File: src/rtl/lcci_pkg.sv
// Shared types and constants for the line clip and color interpolation block.
// Used by every module in rtl/; depends on nothing else.
package lcci_pkg;

    localparam int COORD_W   = 32;
    localparam int DIFF_W    = 33;
    localparam int EXT_W     = 34;
    localparam int CHAN_W    = 16;
    localparam int COLOR_W   = 48;
    localparam int NUM_AXES  = 3;
    localparam int NUM_CHAN  = 3;
    localparam int NUM_TESTS = 6;
    localparam int REM_W     = 35;
    localparam int IN_W      = 288;
    localparam int OUT_W     = 288;

    // One input segment; start_x sits in the lowest bits.
    typedef struct packed {
        logic [COLOR_W-1:0]        end_color;
        logic [COLOR_W-1:0]        start_color;
        logic signed [COORD_W-1:0] end_z;
        logic signed [COORD_W-1:0] end_y;
        logic signed [COORD_W-1:0] end_x;
        logic signed [COORD_W-1:0] start_z;
        logic signed [COORD_W-1:0] start_y;
        logic signed [COORD_W-1:0] start_x;
    } lcci_item_t;

    // One clipped segment; visible sits in the lowest bit.
    typedef struct packed {
        logic [COLOR_W-1:0]        out_end_color;
        logic [COLOR_W-1:0]        out_start_color;
        logic signed [COORD_W-1:0] out_end_z;
        logic signed [COORD_W-1:0] out_end_y;
        logic signed [COORD_W-1:0] out_end_x;
        logic signed [COORD_W-1:0] out_start_z;
        logic signed [COORD_W-1:0] out_start_y;
        logic signed [COORD_W-1:0] out_start_x;
        logic                      visible;
    } lcci_result_t;

    // Sign information of one boundary test.
    typedef struct packed {
        logic dpos;
        logic dzero;
        logic npos;
    } lcci_flags_t;

    // One boundary test inside the divider chain.
    typedef struct packed {
        logic [REM_W-1:0] rem;
        logic [REM_W-1:0] dvs;
        logic             neg;
        logic             ovf;
        lcci_flags_t      flags;
    } lcci_lane_t;

endpackage

File: src/rtl/lcci_div_cell.sv
// One restoring division step for all six boundary tests of a segment.
// Depends on lcci_pkg; chained by line_clip_color_interp.
module lcci_div_cell #(
    parameter int QW = 17
) (
    input  logic                                              clk,
    input  logic                                              rst_n,
    input  logic                                              en,
    input  logic                                              in_valid,
    input  lcci_pkg::lcci_item_t                              in_item,
    input  lcci_pkg::lcci_lane_t [lcci_pkg::NUM_TESTS-1:0]    in_lane,
    input  logic [lcci_pkg::NUM_TESTS-1:0][QW-1:0]            in_q,
    output logic                                              out_valid,
    output lcci_pkg::lcci_item_t                              out_item,
    output lcci_pkg::lcci_lane_t [lcci_pkg::NUM_TESTS-1:0]    out_lane,
    output logic [lcci_pkg::NUM_TESTS-1:0][QW-1:0]            out_q
);

    logic                                           valid_reg;
    lcci_pkg::lcci_item_t                           item_reg;
    lcci_pkg::lcci_lane_t [lcci_pkg::NUM_TESTS-1:0] lane_reg;
    lcci_pkg::lcci_lane_t [lcci_pkg::NUM_TESTS-1:0] lane_next;
    logic [lcci_pkg::NUM_TESTS-1:0][QW-1:0]         q_reg;
    logic [lcci_pkg::NUM_TESTS-1:0][QW-1:0]         q_next;
    logic [lcci_pkg::NUM_TESTS-1:0]                 ge;
    logic [lcci_pkg::NUM_TESTS-1:0][lcci_pkg::REM_W-1:0] rem_sub;

    // Compare, subtract when it fits, then shift the remainder for the next bit.
    always_comb
    begin
        for (int k = 0; k < lcci_pkg::NUM_TESTS; k++)
        begin
            ge[k]            = in_lane[k].rem >= in_lane[k].dvs;
            rem_sub[k]       = ge[k] ? (in_lane[k].rem - in_lane[k].dvs) : in_lane[k].rem;
            lane_next[k]     = in_lane[k];
            lane_next[k].rem = {rem_sub[k][lcci_pkg::REM_W-2:0], 1'b0};
            q_next[k]        = {in_q[k][QW-2:0], ge[k]};
        end
    end

    // Stage valid bit.
    always_ff @(posedge clk or negedge rst_n)
    begin
        if (!rst_n)
        begin
            valid_reg <= 1'b0;
        end
        else if (en)
        begin
            valid_reg <= in_valid;
        end
    end

    // Stage payload.
    always_ff @(posedge clk)
    begin
        if (en)
        begin
            item_reg <= in_item;
            lane_reg <= lane_next;
            q_reg    <= q_next;
        end
    end

    assign out_valid = valid_reg;
    assign out_item  = item_reg;
    assign out_lane  = lane_reg;
    assign out_q     = q_reg;

endmodule

File: config.mk
export PLATFORM = sky130hd
export DESIGN_NAME = lcci_div_cell
export DESIGN_NICKNAME = d
export VERILOG_FILES = /design/src/rtl/lcci_pkg.sv /design/src/rtl/lcci_div_cell.sv
export SDC_FILE = /design/constraint.sdc
export NUM_CORES = 1
export LEC_CHECK = 0
export BUFFER_PORTS_ARGS = -buffer_cell sky130_fd_sc_hd__buf_2
export CAP_MARGIN = 20
export CORE_AREA = 2 2 647 649
export DETAILED_ROUTE_END_ITERATION = 16
export DIE_AREA = 0 0 649 651
export GPL_TIMING_DRIVEN = 0
export PLACE_DENSITY_LB_ADDON = 0.25
export SLEW_MARGIN = 20
export SYNTH_ARGS = -nofsm -noshare
export SYNTH_HDL_FRONTEND = slang
export SYNTH_SLANG_ARGS = --single-unit
File: constraint.sdc
create_clock -name clk -period 1.5 [get_ports clk]
set_clock_uncertainty 0.15 [all_clocks]
set_input_delay 0.075 -clock clk [delete_from_list [all_inputs] [get_ports clk]]
set_output_delay 0.075 -clock clk [all_outputs]
set_load 0.05 [all_outputs]
==> results by stage <==
STA:
- Setup slack on the critical path of the routed design comes to -1055 ps.
- The final hold violation count is between 200 and 250.
- Counting I/O delays and the setup requirement, the final critical path takes 2555 ps.
- The fmax is 391.3 MHz.
- The final count of pins violating max slew is 0.
- The worst path uses 170.4% of the clock period.
- The slew of the pin with the lowest slew margin is 736.7 ps.
- Across all hold checks on the routed design, the worst slack comes to -779.0 ps.
- The worst slew margin relative to its limit is 50.88%.
- Setup repair after global routing could not meet its margin everywhere.
- The total setup violations reported at the end of the flow is 1582.

Worst setup path:
- The critical path's most frequent cell is buf_6.
- The critical path buffer and inverter count is 6.
- The critical path crosses 15 cells after its start point.
- Counting cells, the worst reg-to-reg path comes to 1.
- The required arrival time at the worst endpoint is roughly 2000 ps.
- The startpoint-to-endpoint class of the critical path is primary input to flip-flop.
- The cell class contributing the biggest share of worst-path delay is buffers and inverters.
- STA classifies the critical path startpoint as a primary input.
- In this run the worst path has a maximum fanout of 6.
- The cell with the largest stage delay on the worst path is dlygate4sd3_1.
- The data arrival at the endpoint of the critical path is 3040 ps.
- The delay of the slowest cell on the worst path is roughly 630 ps.
- The endpoint class of the critical path is a flip-flop.
- The critical path goes through buf_2 > dlygate4sd3_1 > ha_4 > and3_4 > and4_1 > a41oi_2 > o21ai_1 > a21o_1 > a21oi_2 > o21ai_4 > buf_6 > buf_6 > buf_12 > buf_6 > mux2_4.

Logic synthesis:
- The synthesis-stage register bit count is approximately 840.
- The number of cells produced by synthesis is roughly 2.9k.
- The netlist uses 75 different library cells.
- The number of enable-type register cells in the synthesized netlist is between 800 and 900.
- Summing every instance area after synthesis gives 38760 µm².
- The sequential share of the synthesized area is 64.68%.
- Each instance of the synthesized netlist takes up on average 13.18 µm².
- The area share of the leading cell type in the synthesized netlist is about 65%.
- During synthesis, Yosys emitted a total of 0 warnings.
- The most frequently used flop master after synthesis is edfxtp_1.
- Summed over all instances, the cell type with the most area after synthesis is edfxtp_1.
- Ranked by total cell area, the synthesized netlist is headed by edfxtp_1 65%, ha_1 6.8%, a21oi_1 3.0%, inv_1 2.5%, o21ai_0 2.4%.
- Of all flip-flops after synthesis, the portion carrying an async set or reset was 0.1198%.

Clock tree:
- The clock-pin transition on the worst setup and hold timing paths is approximately 70 ps.
- The buffer depth of the longest clock path is 4.
- TritonCTS built the clock tree.
- The H-tree depth is 3.
- The number of buffers created by CTS is 121.
- The clock drives between 800 and 900 sinks.
- For the worst-skew pair, the clock arrives at the later sink with an insertion delay of 850 ps.
- The tree is rooted in a clkbuf_16.

Run status:
- The final reports fail on hold timing, setup timing.
- The run finished, with violations left.

Job:
- The number of max-capacitance violations reported is 0.

Global routing:
- The total grt overflow is 0.
- The first global-routing pass estimated 388500 µm of wire.
- Entering global routing, the biggest net connects 77 pins.
- Across every metal layer, demand over resource in global routing totals 13.62%.
- The number of antenna violations at the first check in global routing is roughly 150.
- The via count of the first global-routing pass is 41.14k.

Power and ir drop:
- For this design the ratio of total power to cell area is 1074 nW/µm².
- Summed over all cells, the static leakage comes to 34.51 nW.
- The maximum vdd drop is ~0.001 V.

Floorplanning:
- The die covers approximately 420000 µm².
- The number of rows in the core area is 237.
- The die is 649 µm wide.
- The initial utilization of the core area, before any placement, comes to 9.330%.
- The vertical extent of the die is 651 µm.
- In this run the standard cell core region covers 415400 µm².
- The I/O pin count is around 1.7k.

Detailed routing:
- The via count is 40.18k.
- The remaining design rule violation count is 0.
- The starting DRC count in detailed routing is ~2.1k.
- After detailed routing, the met2 layer carries 156400 µm of wire.
- The count of TritonRoute iterations in the first routing pass is 5.
- The met3 wirelength from detailed routing is 16290 µm.
- In the final routing, the length of wire on met1 measures approximately 120000 µm.
- The number of nets still failing antenna checks after routing is 0.
- In the routed layout, each cell is associated on average with a via count of about 3.3.
- The highest routing layer actually used is met5.
- The average wire per standard cell is 25.26 µm.
- Summed over all layers, the routed wires come to 303700 µm.

Layout:
- Leaving out fill and tap cells, the most frequent cell in the layout is dlygate4sd3_1.
- In the final design database the tool counted 7457 nets.
- Leaving out fill and tap cells, the most frequent cells in the layout are 1311 x dlygate4sd3_1, 893 x buf_2, 834 x edfxtp_1, 772 x buf_6, 287 x buf_4.
- Relative to the synthesized area, the layout overhead comes to 124.2%.
- Leaving out filler cells and counting taps, the final layout contains 12.03k.
- The share of final-layout standard cells stronger than drive strength 1 is 48.25%.

Place:
- The count of buffers added on input and output ports is roughly 1.7k.
- The number of placed instances, taps included, is slightly above 10k.
- Summed over all nets, the half-perimeter wirelength after detailed placement is 244400 µm.
- At the end of routability-driven placement, the weighted congestion stood at 0.9029.

Hold path:
- The hold path depth is 1.
- The tightest min-delay check is of the primary input to flip-flop type.
area by class of cell:
cell class | count | area (µm²)
antenna | 36 | 90.09
buffer | 45 | 716.9
clock buffer | 125 | 3043
clock inverter | 94 | 991.0
fill | 44862 | 328500
inverter | 257 | 1165
multi-input combinational | 1770 | 18330
sequential | 835 | 25070
tap | 5497 | 6878
timing repair buffer | 3367 | 30610
cell families (layout without fill, tap and decap cells):
kind of cell / count (synthesis) / after routing / synth area share, %
other: 1 / 42 / 0.009675
flip-flops: 835 / 835 / 64.68
buffers and inverters: 341 / 3888 / 3.431
AO/OA/AOI/OAI: 755 / 755 / 12.22
AND/OR/NAND/NOR: 541 / 541 / 6.411
multiplexers: 73 / 73 / 2.114
XOR/XNOR: 179 / 179 / 4.045
adder cells (fa/ha/maj): 216 / 216 / 7.089
flip-flops by register name, indices dropped and copies added, names as in the netlist:
name	flops
out_q	102
out_valid	1
out_item	288
out_lane	444
Yosys cell counts, drive strengths merged (12+ instances only):
cell type	number
nand2	212
nor2	132
o211ai	12
nand4	43
buf	27
ha	210
xnor2	96
edfxtp	834
a211oi	20
nor2b	26
nand2b	19
nor3	26
a21oi	230
a21o	99
clkbuf	57
o31ai	22
nand3	27
o21bai	31
and3	21
o21ai	188
o21a	35
mux2	71
xor2	83
a31oi	29
inv	257
repair_timing:
item,4_1_cts,5_1_grt
cloned,23,3
hold buffers,1228,250
setup endpoints to repair,1381,1575
hold endpoints to repair,1139,388
buffers inserted,244,125
resized for setup,2334,479
pin swaps,230,247
final timing paths:
kind                                   start             to  slack [ps]
worst max-delay path            in_lane[137]  out_lane[138]       -1060
worst min-delay path            in_lane[385]  out_lane[385]        -780
worst min register to register     out_valid      out_valid         410
max in group asynchronous              rst_n      out_valid         600
worst max register to register     out_valid      out_valid         570
min in group asynchronous              rst_n      out_valid         500
stage by stage:
| stage | worst slack (ps) | instance area [µm²] | total power [mW] | utilization (%) | setup TNS [ps] |
|---|---|---|---|---|---|
| floorplan | -1426 | 40250 | 43.18 | - | -209990 |
| global placement | -16550 | 55490 | 52.60 | 13.36 | - |
| detailed placement | -2665 | 55730 | 52.63 | 13.41 | -1134090 |
| CTS | -1004 | 83200 | 93.53 | 20.03 | -710740 |
| global route | -1028 | 86870 | 97.23 | 20.91 | -706420 |
| finish | -1055 | 86900 | 93.36 | 20.92 | -580230 |
power breakdown:
group	total, mW	internal [mW]	leakage (nW)	switching (mW)
Combinational	33.1	13.6	24.4	19.4
Clock	30.3	17.4	1.94	12.9
Sequential	30.0	28.4	8.17	1.60
Total	93.4	59.4	34.5	33.9
metal layers:
layer | global-route usage [%] | up-vias
li1 | - | 17975
met1 | 15.89 | 20088
met2 | 25.06 | 1574
met3 | 2.657 | 505
met4 | 3.860 | 38
met5 | 0 | -
(Power assumes the default switching activity.)
