### src/rtl/lcci_pkg.sv
// Shared types and constants for the line clip and color interpolation block.
// Used by every module in rtl/; depends on nothing else.
package lcci_pkg;

    localparam int COORD_W   = 32;
    localparam int DIFF_W    = 33;
    localparam int EXT_W     = 34;
    localparam int CHAN_W    = 16;
    localparam int COLOR_W   = 48;
    localparam int NUM_AXES  = 3;
    localparam int NUM_CHAN  = 3;
    localparam int NUM_TESTS = 6;
    localparam int REM_W     = 35;
    localparam int IN_W      = 288;
    localparam int OUT_W     = 288;

    // One input segment; start_x sits in the lowest bits.
    typedef struct packed {
        logic [COLOR_W-1:0]        end_color;
        logic [COLOR_W-1:0]        start_color;
        logic signed [COORD_W-1:0] end_z;
        logic signed [COORD_W-1:0] end_y;
        logic signed [COORD_W-1:0] end_x;
        logic signed [COORD_W-1:0] start_z;
        logic signed [COORD_W-1:0] start_y;
        logic signed [COORD_W-1:0] start_x;
    } lcci_item_t;

    // One clipped segment; visible sits in the lowest bit.
    typedef struct packed {
        logic [COLOR_W-1:0]        out_end_color;
        logic [COLOR_W-1:0]        out_start_color;
        logic signed [COORD_W-1:0] out_end_z;
        logic signed [COORD_W-1:0] out_end_y;
        logic signed [COORD_W-1:0] out_end_x;
        logic signed [COORD_W-1:0] out_start_z;
        logic signed [COORD_W-1:0] out_start_y;
        logic signed [COORD_W-1:0] out_start_x;
        logic                      visible;
    } lcci_result_t;

    // Sign information of one boundary test.
    typedef struct packed {
        logic dpos;
        logic dzero;
        logic npos;
    } lcci_flags_t;

    // One boundary test inside the divider chain.
    typedef struct packed {
        logic [REM_W-1:0] rem;
        logic [REM_W-1:0] dvs;
        logic             neg;
        logic             ovf;
        lcci_flags_t      flags;
    } lcci_lane_t;

endpackage

### src/rtl/lcci_clip_cell.sv
// Applies the oldest pending boundary test to the entry and exit parameters.
// Depends on lcci_pkg; six of these are chained by line_clip_color_interp.
module lcci_clip_cell #(
    parameter int PF = 16
) (
    input  logic                                           clk,
    input  logic                                           rst_n,
    input  logic                                           en,
    input  logic                                           in_valid,
    input  lcci_pkg::lcci_item_t                           in_item,
    input  logic                                           in_keep,
    input  logic [PF:0]                                    in_te,
    input  logic [PF:0]                                    in_tl,
    input  logic [lcci_pkg::NUM_TESTS-1:0][PF+1:0]         in_t,
    input  lcci_pkg::lcci_flags_t [lcci_pkg::NUM_TESTS-1:0] in_flags,
    output logic                                           out_valid,
    output lcci_pkg::lcci_item_t                           out_item,
    output logic                                           out_keep,
    output logic [PF:0]                                    out_te,
    output logic [PF:0]                                    out_tl,
    output logic [lcci_pkg::NUM_TESTS-1:0][PF+1:0]         out_t,
    output lcci_pkg::lcci_flags_t [lcci_pkg::NUM_TESTS-1:0] out_flags
);

    localparam int TW = PF + 2;

    logic                                            valid_reg;
    lcci_pkg::lcci_item_t                            item_reg;
    logic                                            keep_reg;
    logic                                            keep_next;
    logic [PF:0]                                     te_reg;
    logic [PF:0]                                     te_next;
    logic [PF:0]                                     tl_reg;
    logic [PF:0]                                     tl_next;
    logic [lcci_pkg::NUM_TESTS-1:0][TW-1:0]          t_reg;
    lcci_pkg::lcci_flags_t [lcci_pkg::NUM_TESTS-1:0] flags_reg;
    logic signed [TW-1:0]                            t0;
    logic signed [TW-1:0]                            te_s;
    logic signed [TW-1:0]                            tl_s;
    lcci_pkg::lcci_flags_t                           f0;

    // Entering edges raise the entry parameter, leaving edges lower the exit one.
    always_comb
    begin
        t0        = $signed(in_t[0]);
        te_s      = $signed({1'b0, in_te});
        tl_s      = $signed({1'b0, in_tl});
        f0        = in_flags[0];
        keep_next = in_keep;
        te_next   = in_te;
        tl_next   = in_tl;
        if (in_keep)
        begin
            if (f0.dpos)
            begin
                if (t0 > tl_s)
                begin
                    keep_next = 1'b0;
                end
                else if (t0 > te_s)
                begin
                    te_next = t0[PF:0];
                end
            end
            else if (!f0.dzero)
            begin
                if (t0 < te_s)
                begin
                    keep_next = 1'b0;
                end
                else if (t0 < tl_s)
                begin
                    tl_next = t0[PF:0];
                end
            end
            else if (f0.npos)
            begin
                keep_next = 1'b0;
            end
        end
    end

    // Stage valid bit.
    always_ff @(posedge clk or negedge rst_n)
    begin
        if (!rst_n)
        begin
            valid_reg <= 1'b0;
        end
        else if (en)
        begin
            valid_reg <= in_valid;
        end
    end

    // Stage payload; the pending tests move down one place.
    always_ff @(posedge clk)
    begin
        if (en)
        begin
            item_reg  <= in_item;
            keep_reg  <= keep_next;
            te_reg    <= te_next;
            tl_reg    <= tl_next;
            t_reg     <= in_t >> TW;
            flags_reg <= in_flags >> $bits(lcci_pkg::lcci_flags_t);
        end
    end

    assign out_valid = valid_reg;
    assign out_item  = item_reg;
    assign out_keep  = keep_reg;
    assign out_te    = te_reg;
    assign out_tl    = tl_reg;
    assign out_t     = t_reg;
    assign out_flags = flags_reg;

endmodule

### config.mk
export PLATFORM = sky130hd
export DESIGN_NAME = lcci_clip_cell
export DESIGN_NICKNAME = d
export VERILOG_FILES = /design/src/rtl/lcci_pkg.sv /design/src/rtl/lcci_clip_cell.sv
export SDC_FILE = /design/constraint.sdc
export NUM_CORES = 1
export LEC_CHECK = 0
export ABC_CLOCK_PERIOD_IN_PS = 900
export BUFFER_PORTS_ARGS = -buffer_cell sky130_fd_sc_hd__clkbuf_2
export CORE_AREA = 5 5 344 346
export CTS_BUF_LIST = sky130_fd_sc_hd__clkbuf_8
export DETAILED_ROUTE_END_ITERATION = 7
export DIE_AREA = 0 0 349 351
export GPL_TIMING_DRIVEN = 0
export PLACE_DENSITY = 0.33
export SLEW_MARGIN = 20
export SYNTH_ARGS = -nofsm -noshare
export SYNTH_HDL_FRONTEND = slang
export SYNTH_SLANG_ARGS = --single-unit
### constraint.sdc
create_clock -name clk -period 0.9 [get_ports clk]
set_clock_uncertainty 0.15 [all_clocks]
set_input_delay 0.045 -clock clk [delete_from_list [all_inputs] [get_ports clk]]
set_output_delay 0.045 -clock clk [all_outputs]
set_load 0.01 [all_outputs]
==> run_summary.xml, run 1 <==
<?xml version="1.0" encoding="UTF-8"?>
<metrics>
  <group name="run_status">
    <metric name="stop_stage" unit="">clock tree synthesis</metric>
    <metric name="run_status" unit="">stopped before the end</metric>
    <metric name="flow.first_error" unit="">[ERROR RSZ-0060] Max buffer count reached.</metric>
  </group>
  <group name="clock_network">
    <metric name="cts_setup_buffers" unit="">21</metric>
    <metric name="cts.root.buffer_cell" unit="">clkbuf_8</metric>
    <metric name="cts_resized" unit="">119</metric>
    <metric name="clock_tree.buffer_depth" unit="">3</metric>
    <metric name="sinks_on_clock_net" unit="">429</metric>
    <metric name="htree_num_levels" unit="">3</metric>
    <metric name="cts_hold_buffers" unit="">646</metric>
    <metric name="cts_buffers" unit="">83</metric>
  </group>
  <group name="synthesis">
    <metric name="synth_top_cell_by_area" unit="">edfxtp_1</metric>
    <metric name="ys_warn_count" unit="">0</metric>
    <metric name="synth.top_cells.by_area" unit="">edfxtp_1, ha_1, mux2_2</metric>
    <metric name="post_synth.cell_area_avg" unit="um^2">23.3</metric>
    <metric name="muxShareOfSynthArea" unit="">0.0298</metric>
    <metric name="largest_family_of_logic_cells_by_synthesized_area" unit="">multiplexers</metric>
    <metric name="synth_cell_types" unit="">36</metric>
    <metric name="share_of_synthesized_cell_area_in_full_adder_half_adder_and_majority_cells" unit="">0.0294</metric>
    <metric name="synth_seq_cells" unit="">429</metric>
    <metric name="synth-xor-area-share" unit="">0</metric>
    <metric name="syn-cell-area" unit="um^2">14500</metric>
    <metric name="fraction_of_the_mapped_netlist_area_in_simple_logic_gates" unit="">0.0143</metric>
    <metric name="synth_edf_count" unit="">428</metric>
    <metric name="fraction_of_the_yosys_area_taken_by_sequential_cells" unit="">0.890</metric>
    <metric name="synth-compound-area-share" unit="">0.0144</metric>
    <metric name="ys_top_cells_by_count" unit="">edfxtp_1, inv_1, ha_1</metric>
    <metric name="ys_async_sr_fraction" unit="">0.00233</metric>
    <metric name="synth_top_area_share" unit="">0.888</metric>
    <metric name="synth.most_common_cell" unit="">edfxtp_1</metric>
    <metric name="syn_inst" unit="">622</metric>
    <metric name="synthFlopType" unit="">edfxtp_1</metric>
  </group>
  <group name="die">
    <metric name="die_width" unit="um">349</metric>
    <metric name="floorplan.io_pins" unit="">903</metric>
    <metric name="chip_height" unit="um">351</metric>
    <metric name="floorplan.initialDensity" unit="">0.126</metric>
    <metric name="core.rowCount" unit="">125</metric>
  </group>
  <group name="placement">
    <metric name="pre_cts_ws" unit="ns">-2.18</metric>
    <metric name="place.detailed.hpwl" unit="um">50500</metric>
    <metric name="gp_congestion" unit="">0.789</metric>
    <metric name="io_buffer_count" unit="">881</metric>
  </group>
</metrics>
==> cells by family after synthesis <==
logic type      after synthesis
other cells                   1
fa+ha+maj                    34
buf+inv                      59
mux                          35
compound gates               31
simple gates                 33
flops                       429
==> metrics by stage <==
| step | TNS [ns] | cell area (um^2) | hold slack [ns] | utilization | instances |
|---|---|---|---|---|---|
| 2_1_floorplan | -43.63 | 14700 | -0.401 | - | 642 |
| 3_3_place_gp | -3506.90 | 21100 | -0.328 | 0.183 | 3047 |
| 3_5_place_dp | -409.33 | 21200 | -0.326 | 0.184 | 3052 |
==> inputs of run 2 (changes only) <==
--- a/config.mk
+++ b/config.mk
@@ -7,12 +7,11 @@
 export LEC_CHECK = 0
 export ABC_CLOCK_PERIOD_IN_PS = 900
 export BUFFER_PORTS_ARGS = -buffer_cell sky130_fd_sc_hd__clkbuf_2
-export CORE_AREA = 5 5 344 346
-export CTS_BUF_LIST = sky130_fd_sc_hd__clkbuf_8
+export CORE_AREA = 5 5 350 352
 export DETAILED_ROUTE_END_ITERATION = 7
-export DIE_AREA = 0 0 349 351
+export DIE_AREA = 0 0 355 357
 export GPL_TIMING_DRIVEN = 0
-export PLACE_DENSITY = 0.33
+export PLACE_DENSITY_LB_ADDON = 0.15
 export SLEW_MARGIN = 20
 export SYNTH_ARGS = -nofsm -noshare
 export SYNTH_HDL_FRONTEND = slang
==> run_summary.xml, run 2 <==
<?xml version="1.0" encoding="UTF-8"?>
<metrics>
  <group name="run_status">
    <metric name="run_status" unit="">finished with violations</metric>
    <metric name="failed_checks" unit="">hold timing, setup timing</metric>
  </group>
  <group name="clock_network">
    <metric name="htree_num_levels" unit="">2</metric>
    <metric name="cts_tree" unit="">built</metric>
    <metric name="clock_latency" unit="ns">0.64</metric>
    <metric name="cts_hold_buffers" unit="">471</metric>
    <metric name="clock_tree.buffer_depth" unit="">3</metric>
    <metric name="sinks_on_clock_net" unit="">429</metric>
    <metric name="cts_buffers" unit="">55</metric>
    <metric name="cts.root.buffer_cell" unit="">clkbuf_16</metric>
    <metric name="worst_setup_hold_path_clk_slew" unit="ns">0.06</metric>
  </group>
  <group name="setup_path">
    <metric name="cp-start-kind" unit="">input pin</metric>
    <metric name="reg2reg_slack" unit="ns">-0.02</metric>
    <metric name="crit-reg2reg-launch" unit="">out_valid$_DFFE_PN0P_</metric>
    <metric name="criticalPathCategory" unit="">in2reg</metric>
    <metric name="rr_worst_depth" unit="">1</metric>
    <metric name="crit_required" unit="ns">1.10</metric>
    <metric name="arrival" unit="ns">2.29</metric>
    <metric name="worstReg2RegEnd" unit="">out_valid$_DFFE_PN0P_</metric>
    <metric name="critical_path.endpoint_type" unit="">flop</metric>
    <metric name="crit_fanout" unit="">5</metric>
  </group>
  <group name="route">
    <metric name="avgRoutedWirePerCell" unit="um">18.4</metric>
    <metric name="avgViaCountPerCell" unit="">3.16</metric>
    <metric name="route.final.wire_length" unit="um">67700</metric>
    <metric name="drc" unit="">0</metric>
    <metric name="detail_route.iter0.violations" unit="">426</metric>
    <metric name="1st_pass_router_iterations" unit="">4</metric>
    <metric name="drtAntennaViolNets" unit="">0</metric>
    <metric name="routed_via_count" unit="">11700</metric>
  </group>
  <group name="placement">
    <metric name="place.detailed.hpwl" unit="um">49800</metric>
    <metric name="dpl_cell_area" unit="um^2">21200</metric>
    <metric name="gp_congestion" unit="">0.819</metric>
    <metric name="io_buffer_count" unit="">881</metric>
  </group>
  <group name="synthesis">
    <metric name="ys_async_sr_fraction" unit="">0.00233</metric>
    <metric name="synth.most_common_cell" unit="">edfxtp_1</metric>
    <metric name="ys_warn_count" unit="">0</metric>
    <metric name="post_synth.cell_area_avg" unit="um^2">23.3</metric>
    <metric name="synth_seq_cells" unit="">429</metric>
    <metric name="synth_top_area_share" unit="">0.888</metric>
    <metric name="synth_edf_count" unit="">428</metric>
    <metric name="fraction_of_the_yosys_area_taken_by_sequential_cells" unit="">0.890</metric>
    <metric name="synth_cell_types" unit="">36</metric>
    <metric name="syn-cell-area" unit="um^2">14500</metric>
    <metric name="ys_top_cells_by_count" unit="">edfxtp_1, inv_1, ha_1</metric>
    <metric name="synth_top_cell_by_area" unit="">edfxtp_1</metric>
    <metric name="synth.top_cells.by_area" unit="">edfxtp_1, ha_1, mux2_2</metric>
    <metric name="syn_inst" unit="">622</metric>
    <metric name="synthFlopType" unit="">edfxtp_1</metric>
  </group>
  <group name="finish">
    <metric name="layout_commonest_cell" unit="">clkbuf_2</metric>
    <metric name="syn_to_final_growth" unit="%">101</metric>
    <metric name="stdcell_area" unit="um^2">29100</metric>
    <metric name="post_route_cells_drive_above_1_share" unit="">0.524</metric>
    <metric name="final_nets" unit="">2581</metric>
    <metric name="final_cell_mix" unit="">clkbuf_2, dlygate4sd3_1, edfxtp_1</metric>
    <metric name="largest_register_ffs" unit="">288</metric>
  </group>
  <group name="power">
    <metric name="switching_share" unit="">0.244</metric>
    <metric name="power.leakage" unit="nW">12.3</metric>
    <metric name="switching_power" unit="mW">13.2</metric>
    <metric name="p_seq_frac" unit="">0.450</metric>
    <metric name="pwr-share-clk" unit="">0.411</metric>
    <metric name="report.power.total" unit="mW">54.1</metric>
    <metric name="p_comb_frac" unit="">0.139</metric>
    <metric name="p_per_area" unit="nW/um^2">1860</metric>
    <metric name="vdd_drop_max" unit="mV">1.20</metric>
    <metric name="power.internal" unit="mW">40.9</metric>
  </group>
  <group name="die">
    <metric name="die-area" unit="um^2">127000</metric>
    <metric name="floorplan.io_pins" unit="">903</metric>
    <metric name="die_width" unit="um">355</metric>
    <metric name="chip_height" unit="um">357</metric>
    <metric name="floorplan.initialDensity" unit="">0.122</metric>
    <metric name="core" unit="um^2">119000</metric>
    <metric name="core.rowCount" unit="">127</metric>
  </group>
  <group name="worst_hold_path">
    <metric name="min_path_type" unit="">in2reg</metric>
    <metric name="hold-path-endpoint" unit="">out_item[160]$_DFFE_PP_</metric>
    <metric name="worstHoldPathCells" unit="">2</metric>
    <metric name="hold_start" unit="">en</metric>
  </group>
  <group name="grt">
    <metric name="grt_pass1_wl" unit="um">91300</metric>
    <metric name="grt_start_max_net_pins" unit="">48</metric>
    <metric name="grt_util_all_layers" unit="">0.0991</metric>
    <metric name="first_global_vias" unit="">13100</metric>
    <metric name="antenna_found_initial" unit="">12</metric>
    <metric name="grt-ovfl-total" unit="">0</metric>
  </group>
  <group name="run">
    <metric name="drv_cap" unit="">0</metric>
  </group>
  <group name="timing">
    <metric name="worst_slack" unit="ns">-1.19</metric>
    <metric name="fmaxAchievable" unit="GHz">0.479</metric>
    <metric name="rsz0062_at_grt" unit="">yes</metric>
    <metric name="min_period" unit="ns">2.09</metric>
    <metric name="finalHoldWorstSlack" unit="ns">-0.196</metric>
    <metric name="report.final.setup_viol" unit="">506</metric>
    <metric name="finalHoldViolCount" unit="">140</metric>
    <metric name="timing_max_transition_violations_final" unit="">0</metric>
    <metric name="layout_worst_path_cycle_share" unit="">2.32</metric>
    <metric name="fin_tns_setup" unit="ns">-225.30</metric>
  </group>
</metrics>
==> run 2: cell counts after synthesis <==
No cell type changed its count.
==> run 2: layout make-up <==
| cell class | count | area (um^2) |
|---|---|---|
| clock buffers | 63 | 1430 |
| plain buffers | 23 | 198 |
| flip-flops and latches | 429 | 12900 |
| inverters | 36 | 160 |
| well taps | 1548 | 1940 |
| multi-input cells | 154 | 1720 |
| fillers | 12500 | 89900 |
| diodes | 5 | 12.5 |
| clock inverters | 37 | 379 |
| repair buffers | 1395 | 10400 |
==> run 2: worst max-delay path by stage <==
stage / startpoint / endpoint / slack (ns)
2_1_floorplan: in_te[8] / out_te[10]$_DFFE_PP_ / -1.48
3_3_place_gp: en / out_valid$_DFFE_PN0P_ / -8.39
3_5_place_dp: in_t[7] / out_te[14]$_DFFE_PP_ / -2.26
4_1_cts: in_te[8] / out_te[14]$_DFFE_PP_ / -1.21
5_1_grt: in_te[8] / out_te[14]$_DFFE_PP_ / -1.19
6_report: in_t[11] / out_te[14]$_DFFE_PP_ / -1.19
==> run 2: per-layer routing <==
metal	track usage	vias to the layer above	wire length, um
met2	0.182	513	35300
met1	0.103	5659	24000
met5	0	-	78
met4	0.0355	12	2270
met3	0.0380	101	6120
li1	-	5386	-
==> run 2: through the flow <==
stage / util / hold slack, ns / setup WS [ns] / cells
finish: 0.245 / -0.196 / -1.19 / 3690
global route: 0.244 / -0.237 / -1.19 / 3688
CTS: 0.241 / -0.107 / -1.21 / 3674
detailed placement: 0.178 / -0.326 / -2.26 / 3076
global placement: 0.177 / -0.328 / -8.39 / 3071
floorplan: - / -0.401 / -1.48 / 642
==> run 2: what timing repair did <==
| action | CTS | global route |
|---|---|---|
| endpoints found under the setup margin | 704 | 860 |
| buffers inserted | 17 | 4 |
| hold endpoints to repair | 619 | 379 |
| gates cloned | 10 | 7 |
| pin swaps | 24 | 9 |
| gates resized for setup | 111 | 116 |
==> run 2: critical path: stages <==
cell      delay (ns)
buf_2           0.16
ha_4            0.29
nand2_2         0.08
nor4_4          0.38
o31ai_2         0.14
a2111o_1        0.42
a21oi_4         0.18
buf_12          0.14
buf_12          0.13
mux2_4          0.31
==> run 2: cell families after synthesis <==
family	share of synthesized area
AOI/OAI and AO/OA	0.0144
muxes	0.0298
and+or+nand+nor	0.0143
buffers and inverters	0.0220
other	0.000259
adders and majority gates	0.0294
DFF	0.890
==> run 2: power by group through the flow <==
stage,registers (mW),clock network [mW],logic [mW]
CTS,24.3,23.4,7.49
global route,24.4,24.2,8.09
detailed placement,24.7,0,5.17
floorplan,25.5,0,0.588
global placement,25.0,0,5.01
finish,24.3,22.2,7.54
Note: power is estimated with default switching activity, not from simulation.
==> inputs of run 3 (changes only) <==
--- a/config.mk
+++ b/config.mk
@@ -7,9 +7,9 @@
 export LEC_CHECK = 0
 export ABC_CLOCK_PERIOD_IN_PS = 900
 export BUFFER_PORTS_ARGS = -buffer_cell sky130_fd_sc_hd__clkbuf_2
-export CORE_AREA = 5 5 350 352
+export CORE_AREA = 5 5 348 350
 export DETAILED_ROUTE_END_ITERATION = 7
-export DIE_AREA = 0 0 355 357
+export DIE_AREA = 0 0 353 355
 export GPL_TIMING_DRIVEN = 0
 export PLACE_DENSITY_LB_ADDON = 0.15
 export SLEW_MARGIN = 20
==> run_summary.xml, run 3 (synthesis gave the netlist of run 2 again) <==
<?xml version="1.0" encoding="UTF-8"?>
<metrics>
  <group name="finish">
    <metric name="syn_to_final_growth" unit="%">102</metric>
    <metric name="largest_register_ffs" unit="">288</metric>
    <metric name="layout_commonest_cell" unit="">clkbuf_2</metric>
    <metric name="stdcell_area" unit="um^2">29200</metric>
    <metric name="final_cell_mix" unit="">clkbuf_2, dlygate4sd3_1, edfxtp_1</metric>
    <metric name="post-route-util" unit="">0.249</metric>
    <metric name="post_route_cells_drive_above_1_share" unit="">0.526</metric>
    <metric name="final_nets" unit="">2584</metric>
  </group>
  <group name="timing">
    <metric name="rsz0062_at_grt" unit="">yes</metric>
    <metric name="worst_slack" unit="ns">-1.13</metric>
    <metric name="fin_tns_setup" unit="ns">-455.31</metric>
    <metric name="finalHoldViolCount" unit="">115</metric>
    <metric name="timing_max_transition_violations_final" unit="">0</metric>
    <metric name="min_period" unit="ns">2.03</metric>
    <metric name="fmaxAchievable" unit="GHz">0.493</metric>
    <metric name="report.final.setup_viol" unit="">904</metric>
    <metric name="layout_worst_path_cycle_share" unit="">2.25</metric>
    <metric name="finalHoldWorstSlack" unit="ns">-0.263</metric>
  </group>
  <group name="power">
    <metric name="switching_share" unit="">0.245</metric>
    <metric name="vdd_drop_max" unit="mV">1.42</metric>
    <metric name="power.leakage" unit="nW">12.4</metric>
    <metric name="p_comb_frac" unit="">0.142</metric>
    <metric name="p_per_area" unit="nW/um^2">1870</metric>
    <metric name="switching_power" unit="mW">13.4</metric>
    <metric name="power.internal" unit="mW">41.4</metric>
    <metric name="pwr-share-clk" unit="">0.414</metric>
    <metric name="p_seq_frac" unit="">0.444</metric>
  </group>
  <group name="die">
    <metric name="chip_height" unit="um">355</metric>
    <metric name="core.rowCount" unit="">126</metric>
    <metric name="floorplan.io_pins" unit="">903</metric>
    <metric name="die_width" unit="um">353</metric>
    <metric name="core" unit="um^2">117000</metric>
    <metric name="floorplan.initialDensity" unit="">0.123</metric>
    <metric name="die-area" unit="um^2">125000</metric>
  </group>
  <group name="route">
    <metric name="1st_pass_router_iterations" unit="">4</metric>
    <metric name="avgRoutedWirePerCell" unit="um">19.2</metric>
    <metric name="route.final.wire_length" unit="um">70900</metric>
    <metric name="detail_route.iter0.violations" unit="">431</metric>
    <metric name="routed_via_count" unit="">11800</metric>
    <metric name="drtAntennaViolNets" unit="">0</metric>
    <metric name="drc" unit="">0</metric>
    <metric name="avgViaCountPerCell" unit="">3.19</metric>
  </group>
  <group name="run">
    <metric name="drv_cap" unit="">0</metric>
  </group>
  <group name="setup_path">
    <metric name="cp_top_family" unit="">compound AO/OA/AOI/OAI gates</metric>
    <metric name="crit_path_max_delay_cell_type" unit="">a2111o_1</metric>
    <metric name="crit_required" unit="ns">1.12</metric>
    <metric name="cp-start-kind" unit="">input pin</metric>
    <metric name="worstPathCellList" unit="">clkbuf_8 -&gt; inv_4 -&gt; ha_4 -&gt; nand4b_4 -&gt; buf_6 -&gt; nor3_1 -&gt; a211oi_2 -&gt; a2111o_1 -&gt; a21oi_4 -&gt; buf_6 -&gt; mux2_2</metric>
    <metric name="crit_fanout" unit="">7</metric>
    <metric name="criticalPathCategory" unit="">in2reg</metric>
    <metric name="critical_path.n_buffers_inverters" unit="">4</metric>
    <metric name="critical_path.endpoint_type" unit="">flop</metric>
    <metric name="critPathMostFrequentCell" unit="">buf_6</metric>
    <metric name="arrival" unit="ns">2.25</metric>
    <metric name="largest_stage_delay_on_the_critical_path" unit="ns">0.46</metric>
  </group>
  <group name="grt">
    <metric name="grt_busiest_layer" unit="">met2</metric>
    <metric name="grt_start_max_net_pins" unit="">48</metric>
    <metric name="grt_pass1_wl" unit="um">95800</metric>
    <metric name="groute.layer.met1.usage" unit="">0.113</metric>
    <metric name="antenna_found_initial" unit="">16</metric>
    <metric name="grt-ovfl-total" unit="">0</metric>
    <metric name="grt_util_all_layers" unit="">0.106</metric>
    <metric name="first_global_vias" unit="">13100</metric>
    <metric name="grt_util_met2" unit="">0.188</metric>
    <metric name="gr-usage-met3" unit="">0.0379</metric>
  </group>
  <group name="worst_hold_path">
    <metric name="min_path_type" unit="">in2reg</metric>
  </group>
  <group name="clock_network">
    <metric name="htree_num_levels" unit="">2</metric>
    <metric name="cts_tree" unit="">built</metric>
    <metric name="worst_setup_hold_path_clk_slew" unit="ns">0.06</metric>
    <metric name="cts_buffers" unit="">55</metric>
    <metric name="clock_tree.buffer_depth" unit="">3</metric>
    <metric name="sinks_on_clock_net" unit="">429</metric>
    <metric name="clock_latency" unit="ns">0.63</metric>
    <metric name="cts.root.buffer_cell" unit="">clkbuf_16</metric>
  </group>
  <group name="placement">
    <metric name="place.detailed.hpwl" unit="um">52400</metric>
    <metric name="io_buffer_count" unit="">881</metric>
    <metric name="gp_congestion" unit="">0.848</metric>
    <metric name="dpl_cell_area" unit="um^2">21200</metric>
  </group>
  <group name="run_status">
    <metric name="run_status" unit="">finished with violations</metric>
    <metric name="failed_checks" unit="">hold timing, setup timing</metric>
  </group>
</metrics>
[run 3: routing by layer]
metal	wire, um	vias up
met5	18	-
met4	3090	4
met3	5510	112
met2	35900	512
met1	26400	5723
li1	-	5407
[run 3: path summary, 6_finish.rpt]
kind	slack, ns	start	endpoint	depth (start not counted)
min in group asynchronous	0.21	rst_n	out_valid$_DFFE_PN0P_	3
hold reg to reg	0.38	out_valid$_DFFE_PN0P_	out_valid$_DFFE_PN0P_	1
setup / recovery	-1.13	in_te[16]	out_te[3]$_DFFE_PP_	11
hold / removal	-0.26	in_t[9]	out_te[9]$_DFFE_PP_	3
max in group asynchronous	0.24	rst_n	out_valid$_DFFE_PN0P_	3
setup reg to reg	-0.01	out_valid$_DFFE_PN0P_	out_valid$_DFFE_PN0P_	1
[run 3: through the flow]
stage / std cells / total power [mW] / setup slack, ns / hold slack (ns)
finish: 3686 / 54.8 / -1.13 / -0.263
detailed placement: 3064 / 30.0 / -2.25 / -0.278
CTS: 3655 / 55.8 / -1.19 / -0.323
global route: 3683 / 57.3 / -1.21 / -0.319
global placement: 3059 / 30.0 / -8.64 / -0.281
floorplan: 642 / 26.1 / -1.48 / -0.401
[run 3: cell type report]
type,instances,area [um^2]
fill,12300,88200
sequential,429,12900
timing repair buffer,1399,10500
tap,1536,1920
multi-input combinational,154,1720
clock buffer,64,1410
clock inverter,36,427
buffer,22,178
inverter,36,160
antenna,10,25.0
[run 3: repair_timing]
action                                  CTS  global route
endpoints found under the hold margin   635           390
cloned                                   10             7
endpoints found under the setup margin  688           860
buffers inserted                         20            16
pin swaps                                17            10
resized for setup                       132           153
hold buffers                            462             1
[run 3: power by group through the flow]
stage | clock network, mW | logic (mW) | registers (mW)
floorplan | 0 | 0.588 | 25.5
global placement | 0 | 5.05 | 24.9
CTS | 23.8 | 7.65 | 24.3
detailed placement | 0 | 5.29 | 24.7
global route | 24.5 | 8.29 | 24.5
finish | 22.7 | 7.76 | 24.3
